### src/hdl/pidaw_pkg.sv
`timescale 1ns / 1ps
// ----------------------------------------------------------------------------
// pidaw_pkg
// Shared types, register indexes and Q16.16 helpers for the PID controller
// with integral clamp.
// ----------------------------------------------------------------------------
package pidaw_pkg;

   // fraction bits of the Q16.16 format
   localparam int QFRAC = 16;

   // configuration register indexes
   typedef enum logic [2:0] {
      REG_GAIN_P       = 3'd0,
      REG_GAIN_I       = 3'd1,
      REG_GAIN_D       = 3'd2,
      REG_STEP_TIME    = 3'd3,
      REG_WINDUP_LIMIT = 3'd4,
      REG_MIN_OUTPUT   = 3'd5,
      REG_MAX_OUTPUT   = 3'd6
   } pidaw_reg_type;

   // sequencer states, one-hot
   typedef enum logic [8:0] {
      ST_IDLE   = 9'b000000001,
      ST_ERR    = 9'b000000010,
      ST_MUL    = 9'b000000100,
      ST_RND    = 9'b000001000,
      ST_DIVST  = 9'b000010000,
      ST_DIV    = 9'b000100000,
      ST_DIVEND = 9'b001000000,
      ST_SUM    = 9'b010000000,
      ST_HOLD   = 9'b100000000
   } pidaw_state_type;

   // which product the shared multiplier is forming
   typedef enum logic [1:0] {
      OP_DT = 2'd0,
      OP_P  = 2'd1,
      OP_I  = 2'd2,
      OP_D  = 2'd3
   } pidaw_op_type;

   // magnitude of a signed 32-bit value (most negative gives 2^31)
   function automatic logic [31:0] mag32(input logic signed [31:0] a);
      logic [31:0] r;
      r = a[31] ? 32'(-a) : 32'(a);
      return r;
   endfunction

   // signed result from sign and magnitude, saturated to 32 bits
   function automatic logic signed [31:0] sat_mag(input logic neg,
                                                  input logic [47:0] m);
      logic signed [31:0] r;
      logic               big;
      big = |m[47:31];
      if (neg) begin
         r = big ? 32'sh8000_0000 : 32'(-m[31:0]);
      end else begin
         r = big ? 32'sh7FFF_FFFF : 32'(m[31:0]);
      end
      return r;
   endfunction

   // round a Q32.32 product magnitude to Q16.16, half away from zero
   function automatic logic [47:0] qround(input logic [63:0] p);
      logic [63:0] t;
      t = p + 64'(1 << (QFRAC - 1));
      return t[63:QFRAC];
   endfunction

   // saturate a 34-bit signed sum to 32 bits
   function automatic logic signed [31:0] sat34(input logic signed [33:0] v);
      logic signed [31:0] r;
      if (v > 34'sh0_7FFF_FFFF) begin
         r = 32'sh7FFF_FFFF;
      end else if (v < -34'sh0_8000_0000) begin
         r = 32'sh8000_0000;
      end else begin
         r = v[31:0];
      end
      return r;
   endfunction

endpackage

### src/hdl/pid_controller_antiwindup_core.sv
`timescale 1ns / 1ps
// ----------------------------------------------------------------------------
// pid_controller_antiwindup_core
// PID step in signed Q16.16 with integral clamp and output clamp.
// A new request is taken only in the idle state, once the previous result
// has been loaded into the output register. Each step runs the restoring
// divider for the derivative and makes four passes through the shared
// 32x32 multiplier.
// Reset: synchronous, active high; registers take their reset values, the
// integral and previous error clear, and no result is pending.
// ----------------------------------------------------------------------------
module pid_controller_antiwindup_core
   import pidaw_pkg::*;
(
   input  logic        clock,
   input  logic        reset,
   // request channel
   input  logic        req_tvalid,
   output logic        req_tready,
   input  logic [63:0] req_tdata,   // [31:0] setpoint, [63:32] measured_value
   input  logic        req_tuser,   // [0] restart
   // result channel
   output logic        rsp_tvalid,
   input  logic        rsp_tready,
   output logic [31:0] rsp_tdata,   // [31:0] drive_value
   output logic        rsp_tuser,   // [0] output_clamped
   // configuration
   input  logic        csr_we,
   input  logic [2:0]  csr_addr,
   input  logic [31:0] csr_wdata
);

   // configuration registers
   logic signed [31:0] gain_p_ff, gain_i_ff, gain_d_ff, min_out_ff, max_out_ff;
   logic [30:0]        step_time_ff, windup_ff;

   // sequencer and datapath registers
   pidaw_state_type    state_ff, state_in;
   pidaw_op_type       op_ff, op_in;
   logic signed [31:0] setpoint_ff, setpoint_in, measured_ff, measured_in;
   logic signed [31:0] err_ff, err_in, integral_ff, integral_in;
   logic signed [31:0] last_err_ff, last_err_in, deriv_ff, deriv_in;
   logic [63:0]        prod_ff, prod_in;
   logic               neg_ff, neg_in;
   logic signed [33:0] acc_ff, acc_in;
   logic [30:0]        rem_ff, rem_in;
   logic [31:0]        quo_ff, quo_in;
   logic [4:0]         cnt_ff, cnt_in;
   logic               dneg_ff, dneg_in, dovf_ff, dovf_in;
   logic               rsp_valid_ff, rsp_valid_in, clamped_ff, clamped_in;
   logic signed [31:0] drive_ff, drive_in;

   // combinational helpers
   logic [30:0]        dt;
   logic signed [31:0] wl_s;
   logic signed [32:0] err_w, diff_w;
   logic signed [31:0] diff_sat, q_w, isum, fsum;
   logic [31:0]        ma, mb, dmag, r2, rsub;
   logic [63:0]        prod_w;
   logic [47:0]        num_w;
   logic               r_ge;

   // a zero period acts as the smallest period
   assign dt   = (step_time_ff == 31'd0) ? 31'd1 : step_time_ff;
   assign wl_s = signed'({1'b0, windup_ff});

   // shared multiplier operand select
   always_comb begin
      unique case (op_ff)
         OP_DT: begin
            ma     = mag32(err_ff);
            mb     = {1'b0, dt};
            neg_in = err_ff[31];
         end
         OP_P: begin
            ma     = mag32(gain_p_ff);
            mb     = mag32(err_ff);
            neg_in = gain_p_ff[31] ^ err_ff[31];
         end
         OP_I: begin
            ma     = mag32(gain_i_ff);
            mb     = mag32(integral_ff);
            neg_in = gain_i_ff[31] ^ integral_ff[31];
         end
         OP_D: begin
            ma     = mag32(gain_d_ff);
            mb     = mag32(deriv_ff);
            neg_in = gain_d_ff[31] ^ deriv_ff[31];
         end
         default: begin
            ma     = 32'd0;
            mb     = 32'd0;
            neg_in = 1'b0;
         end
      endcase
   end

   assign prod_w = 64'(ma) * 64'(mb);
   assign q_w    = sat_mag(neg_ff, qround(prod_ff));

   // error and error difference
   assign err_w    = 33'(setpoint_ff) - 33'(measured_ff);
   assign diff_w   = 33'(err_ff) - 33'(last_err_ff);
   assign diff_sat = sat34(34'(diff_w));
   assign dmag     = mag32(diff_sat);
   assign num_w    = {dmag, 16'h0000} + 48'(dt[30:1]);

   // integral update before the windup clamp
   assign isum = sat34(34'(integral_ff) + 34'(q_w));

   // one restoring divider step
   assign r2   = {rem_ff, quo_ff[31]};
   assign r_ge = r2 >= {1'b0, dt};
   assign rsub = r2 - {1'b0, dt};

   // final sum saturated
   assign fsum = sat34(acc_ff);

   // sequencer
   always_comb begin
      state_in    = state_ff;
      op_in       = op_ff;
      setpoint_in = setpoint_ff;
      measured_in = measured_ff;
      err_in      = err_ff;
      integral_in = integral_ff;
      last_err_in = last_err_ff;
      deriv_in    = deriv_ff;
      prod_in     = prod_ff;
      acc_in      = acc_ff;
      rem_in      = rem_ff;
      quo_in      = quo_ff;
      cnt_in      = cnt_ff;
      dneg_in     = dneg_ff;
      dovf_in     = dovf_ff;
      drive_in    = drive_ff;
      clamped_in  = clamped_ff;
      rsp_valid_in = rsp_valid_ff & ~rsp_tready;

      unique case (state_ff)
         ST_IDLE: begin
            if (req_tvalid) begin
               setpoint_in = req_tdata[31:0];
               measured_in = req_tdata[63:32];
               if (req_tuser) begin
                  integral_in = 32'sd0;
                  last_err_in = 32'sd0;
               end
               state_in = ST_ERR;
            end
         end
         ST_ERR: begin
            err_in   = sat34(34'(err_w));
            op_in    = OP_DT;
            state_in = ST_MUL;
         end
         ST_MUL: begin
            prod_in  = prod_w;
            state_in = ST_RND;
         end
         ST_RND: begin
            unique case (op_ff)
               OP_DT: begin
                  // windup clamp
                  if (isum > wl_s) begin
                     integral_in = wl_s;
                  end else if (isum < -wl_s) begin
                     integral_in = -wl_s;
                  end else begin
                     integral_in = isum;
                  end
                  state_in = ST_DIVST;
               end
               OP_P: begin
                  acc_in   = 34'(q_w);
                  op_in    = OP_I;
                  state_in = ST_MUL;
               end
               OP_I: begin
                  acc_in   = acc_ff + 34'(q_w);
                  op_in    = OP_D;
                  state_in = ST_MUL;
               end
               default: begin
                  acc_in   = acc_ff + 34'(q_w);
                  state_in = ST_SUM;
               end
            endcase
         end
         ST_DIVST: begin
            // quotient of 2^32 or more saturates outright
            rem_in      = {15'd0, num_w[47:32]};
            quo_in      = num_w[31:0];
            dovf_in     = {15'd0, num_w[47:32]} >= dt;
            dneg_in     = diff_sat[31];
            cnt_in      = 5'd31;
            last_err_in = err_ff;
            state_in    = ST_DIV;
         end
         ST_DIV: begin
            rem_in = r_ge ? rsub[30:0] : r2[30:0];
            quo_in = {quo_ff[30:0], r_ge};
            cnt_in = cnt_ff - 5'd1;
            if (cnt_ff == 5'd0) begin
               state_in = ST_DIVEND;
            end
         end
         ST_DIVEND: begin
            deriv_in = sat_mag(dneg_ff, dovf_ff ? 48'h0001_0000_0000 : {16'd0, quo_ff});
            op_in    = OP_P;
            state_in = ST_MUL;
         end
         ST_SUM: begin
            state_in = ST_HOLD;
         end
         ST_HOLD: begin
            // load the output register once it is free
            if (!rsp_valid_ff || rsp_tready) begin
               priority if (fsum > max_out_ff) begin
                  drive_in   = max_out_ff;
                  clamped_in = 1'b1;
               end else if (fsum < min_out_ff) begin
                  drive_in   = min_out_ff;
                  clamped_in = 1'b1;
               end else begin
                  drive_in   = fsum;
                  clamped_in = 1'b0;
               end
               rsp_valid_in = 1'b1;
               state_in     = ST_IDLE;
            end
         end
         default: begin
            state_in = ST_IDLE;
         end
      endcase
   end

   // control and state registers
   always_ff @(posedge clock) begin
      if (reset) begin
         state_ff     <= ST_IDLE;
         op_ff        <= OP_DT;
         integral_ff  <= 32'sd0;
         last_err_ff  <= 32'sd0;
         rsp_valid_ff <= 1'b0;
         cnt_ff       <= 5'd0;
      end else begin
         state_ff     <= state_in;
         op_ff        <= op_in;
         integral_ff  <= integral_in;
         last_err_ff  <= last_err_in;
         rsp_valid_ff <= rsp_valid_in;
         cnt_ff       <= cnt_in;
      end
   end

   // payload registers
   always_ff @(posedge clock) begin
      setpoint_ff <= setpoint_in;
      measured_ff <= measured_in;
      err_ff      <= err_in;
      deriv_ff    <= deriv_in;
      prod_ff     <= prod_in;
      neg_ff      <= neg_in;
      acc_ff      <= acc_in;
      rem_ff      <= rem_in;
      quo_ff      <= quo_in;
      dneg_ff     <= dneg_in;
      dovf_ff     <= dovf_in;
      drive_ff    <= drive_in;
      clamped_ff  <= clamped_in;
   end

   // configuration writes
   always_ff @(posedge clock) begin
      if (reset) begin
         gain_p_ff    <= 32'sd0;
         gain_i_ff    <= 32'sd0;
         gain_d_ff    <= 32'sd0;
         step_time_ff <= 31'd655;
         windup_ff    <= 31'd65536;
         min_out_ff   <= 32'sd0;
         max_out_ff   <= 32'sd65536;
      end else if (csr_we) begin
         unique case (pidaw_reg_type'(csr_addr))
            REG_GAIN_P:       gain_p_ff    <= csr_wdata;
            REG_GAIN_I:       gain_i_ff    <= csr_wdata;
            REG_GAIN_D:       gain_d_ff    <= csr_wdata;
            REG_STEP_TIME:    step_time_ff <= csr_wdata[30:0];
            REG_WINDUP_LIMIT: windup_ff    <= csr_wdata[30:0];
            REG_MIN_OUTPUT:   min_out_ff   <= csr_wdata;
            REG_MAX_OUTPUT:   max_out_ff   <= csr_wdata;
            default: begin
            end
         endcase
      end
   end

   assign req_tready = (state_ff == ST_IDLE);
   assign rsp_tvalid = rsp_valid_ff;
   assign rsp_tdata  = drive_ff;
   assign rsp_tuser  = clamped_ff;

endmodule
### config.mk
export PLATFORM = sky130hd
export DESIGN_NAME = pid_controller_antiwindup_core
export DESIGN_NICKNAME = d
export VERILOG_FILES = /design/src/hdl/pidaw_pkg.sv /design/src/hdl/pid_controller_antiwindup_core.sv
export SDC_FILE = /design/constraint.sdc
export NUM_CORES = 2
export LEC_CHECK = 0
export ABC_CLOCK_PERIOD_IN_PS = 13600
export BUFFER_PORTS_ARGS = -buffer_cell sky130_fd_sc_hd__buf_2
export CAP_MARGIN = 10
export CORE_MARGIN = 5
export CORE_UTILIZATION = 48
export DETAILED_ROUTE_END_ITERATION = 8
export MAX_ROUTING_LAYER = met4
export PLACE_DENSITY = 0.75
export SETUP_SLACK_MARGIN = 0.1
export SLEW_MARGIN = 25
export SYNTH_ARGS = -nofsm -noshare
export SYNTH_HDL_FRONTEND = slang
export SYNTH_SLANG_ARGS = --single-unit
### constraint.sdc
create_clock -name clock -period 13.6 [get_ports clock]
set_input_delay 1.36 -clock clock [delete_from_list [all_inputs] [get_ports clock]]
set_output_delay 1.36 -clock clock [all_outputs]
set_load 0.01 [all_outputs]
==> run_results.csv <==
group,metric,value,unit
outcome,outcome,"completed",
cts,ctsHoldBuffers,0,
place,gp_routability_congestion,1.01,
detailed_routing,via_count,66900,
finish,syn2layout_area_growth,8.05,%
run,maxCapViolations,0,
cts,cts-resized-gates,0,
setup_path,crit_fanout,31,
sta,tightest_slew,1.08,ns
cts,cts_max_path_buffers,3,
synth,postSynthAreaPerCell,8.34,um2
detailed_routing,routed_wl,256000,um
synth,synth.largest_area_cell,"sky130_fd_sc_hd__fa_1",
global_route,grt_start_max_net_pins,83,
setup_path,crit_path_end_kind,"register",
sta,setup_tns,0,ns
detailed_routing,avgRoutedWirePerCell,22.3,um
cts,cts.reportedPaths.clkPinSlew,0.07,ns
synth,synth-seq-cells,613,
synth,synth_ff_type,"sky130_fd_sc_hd__edfxtp_1",
global_route,grt_pass1_vias,66600,
finish,most_common_cell_after_layout_fill_and_taps_aside,"sky130_fd_sc_hd__nand2_1",
setup_path,required,14.01,ns
die,design.die.area,169000,um2
synth,synth_fp_nets,10900,
cts,number_of_h_tree_levels,3,
min_path,hold_path.class,"reg2reg",
die,fp.dieW,411,um
cts,postCtsSetupRepairBufs,0,
sta,timing_hold_violations_final,0,
cts,clock-root-buffer,"sky130_fd_sc_hd__clkbuf_16",
cts,clock_insertion_delay_at_the_later_pin_of_the_skew_report,0.69,ns
sta,timing.final.max_slew_violations,0,
sta,final.min_clock_period,12.63,ns
finish,top_regs,"prod_ff (49), acc_ff (34)",
die,die_y,411,um
sta,timing.final.setup_violations,0,
synth,synth_warnings,0,
finish,flip_flop_count_of_the_largest_register_after_layout,49,
synth,synth-edff-count,309,
synth,ys_seq_area_share,19.9,%
detailed_routing,drt_pass1_iterations,8,
cts,cts_made_buffers,69,
finish,most_frequent_cells_in_the_layout,"sky130_fd_sc_hd__nand2_1 (1736), sky130_fd_sc_hd__inv_1 (1274), sky130_fd_sc_hd__fa_1 (901)",
cts,clock_sinks,613,
detailed_routing,first_iter_violations,6261,
setup_path,timing.critical_path.slowest_stage_cell,"sky130_fd_sc_hd__fa_1",
finish,drive_gt1_share,6.83,%
finish,nets,10800,
sta,grt_setup_unrepaired,"false",
place,detailed_place_hpwl,203000,um
synth,synth_top_area_share,23.3,%
setup_path,critPathMaxStageDelay,0.53,ns
detailed_routing,drtAntennaViolNets,0,
sta,clock.fmax,0.0792,GHz
die,std_cell_rows,147,
synth,post_synth_num_cell_types,104,
global_route,grt_first_pass_wirelength,390000,um
setup_path,path_class,"reg2reg",
setup_path,critical_path.startpoint,"gain_i_ff[1]",
die,floorplan.initialDensity,48.2,%
detailed_routing,detail_route.drc_violations,0,
place,io_buffer_count,139,
cts,clock_tree_from_tritoncts,"yes",
finish,max_flop_register,"prod_ff",
global_route,grt_antenna_before_repair,7,
synth,synth-async-reset-ratio,0,%
synth,syn_inst,9267,
global_route,global_route.usage.total,30.6,%
sta,timing.final.crit_share,92.9,%
setup_path,rr_startpoint,"gain_i_ff[1]",
setup_path,cpMostUsedCell,"sky130_fd_sc_hd__fa_1",
sta,timing.slew.headroom,28.3,%
setup_path,timing.critical_path.arrival,13.03,ns
synth,synthesis.area,77300,um2
sta,final.setup_skew,0.0468,ns
die,core_region_area,160000,um2
global_route,globalRoute.totalOverflow,0,
detailed_routing,vias_per_cell,5.84,
die,floorplan.io_pins,140,
setup_path,critPathLaunchType,"register",
synth,synth_top_cells_by_area,"sky130_fd_sc_hd__fa_1 (23%), sky130_fd_sc_hd__edfxtp_1 (12%), sky130_fd_sc_hd__ha_1 (9.6%), sky130_fd_sc_hd__nand2_1 (8.4%), sky130_fd_sc_hd__dfxtp_1 (7.9%)",
min_path,hold_start,"last_err_ff[20]",
==> layer usage <==
metal  track usage (%)  up-vias  wire [um]
li1                  -    30200          -
met1              37.1    32800      97700
met2              48.4     3133     117000
met3              6.14      755      23300
met4              16.4        0      17400
met5                 -        -          0
==> area by class of cell <==
class / instances / area, um2
fillers: 14900 / 76900
multi-input cells: 6918 / 56000
flip-flops and latches: 613 / 15400
inverters: 1278 / 4800
well taps: 2160 / 2700
repair buffers: 345 / 2360
clock buffers: 98 / 1920
clock inverters: 29 / 378
diodes: 11 / 27.5
==> logic make-up after synthesis <==
kind of cell,synth area share [%]
compound gates,13.5
xor+xnor,5.48
fa+ha+maj,33.1
buf+inv,8.47
flops,19.9
mux,1.50
simple gates,18.1
==> worst max-delay path, delay by kind of cell (launching register included) <==
kind | cells | cell delay (ns)
fa+ha+maj | 9 | 4.36
simple gates | 11 | 3.24
xor+xnor | 2 | 0.19
compound gates | 15 | 3.37
buf+inv | 7 | 0.79
flops | 1 | 0.33
==> final timing paths <==
path                          end  slack [ns]  cells past startpoint
setup / recovery      prod_ff[63]        0.97                     44
hold reg to reg   last_err_ff[20]        0.45                      2
setup reg to reg      prod_ff[63]        0.97                     44
hold / removal    last_err_ff[20]        0.45                      2
==> Yosys cell counts, types with 14 or more instances <==
cell                       number
sky130_fd_sc_hd__o21a_1        56
sky130_fd_sc_hd__xnor2_1      303
sky130_fd_sc_hd__and3_1        32
sky130_fd_sc_hd__or2_2         25
sky130_fd_sc_hd__mux2_2        20
sky130_fd_sc_hd__nor3_1       109
sky130_fd_sc_hd__o22ai_1       17
sky130_fd_sc_hd__nand3b_1      14
sky130_fd_sc_hd__o21ai_0      338
sky130_fd_sc_hd__fa_1         901
sky130_fd_sc_hd__dfxtp_1      304
sky130_fd_sc_hd__a211oi_1      40
sky130_fd_sc_hd__or4_1         40
sky130_fd_sc_hd__a22oi_1       54
sky130_fd_sc_hd__o21bai_1      31
sky130_fd_sc_hd__nand2_1     1739
sky130_fd_sc_hd__nand2b_1      99
sky130_fd_sc_hd__inv_1       1277
sky130_fd_sc_hd__a21o_1       108
sky130_fd_sc_hd__and2_1       132
sky130_fd_sc_hd__nor2b_1      132
sky130_fd_sc_hd__or3_1         48
sky130_fd_sc_hd__o31ai_1       77
sky130_fd_sc_hd__a221oi_1      25
sky130_fd_sc_hd__o221ai_1      18
sky130_fd_sc_hd__xor2_1       179
sky130_fd_sc_hd__edfxtp_1     309
sky130_fd_sc_hd__o41ai_1       27
sky130_fd_sc_hd__nand3_1      114
sky130_fd_sc_hd__nor2_1       506
sky130_fd_sc_hd__o211ai_1      34
sky130_fd_sc_hd__ha_1         593
sky130_fd_sc_hd__clkbuf_1     414
sky130_fd_sc_hd__a21boi_0      15
sky130_fd_sc_hd__a31oi_1       32
sky130_fd_sc_hd__mux2i_1       93
sky130_fd_sc_hd__nand4_1       57
sky130_fd_sc_hd__buf_1         28
sky130_fd_sc_hd__a21oi_1      654
sky130_fd_sc_hd__nor4_1        41
==> stage by stage <==
step                      cell area (um2)  hold WS [ns]  util, %  std cells  setup WS (ns)
after floorplan                     77300         0.432        -       9267           1.94
after global placement              81100         0.438     50.5      11300           1.24
after detailed placement            81100         0.444     50.6      11300           1.14
after CTS                           83400         0.452     52.0      11400           1.07
after global routing                83500         0.467     52.1      11400          0.514
final                               83500         0.452     52.1      11500          0.971
Power is left out: the tool's default activity adds up to more than one toggle a clock period on the data nets, which glitch-free logic cannot reach.
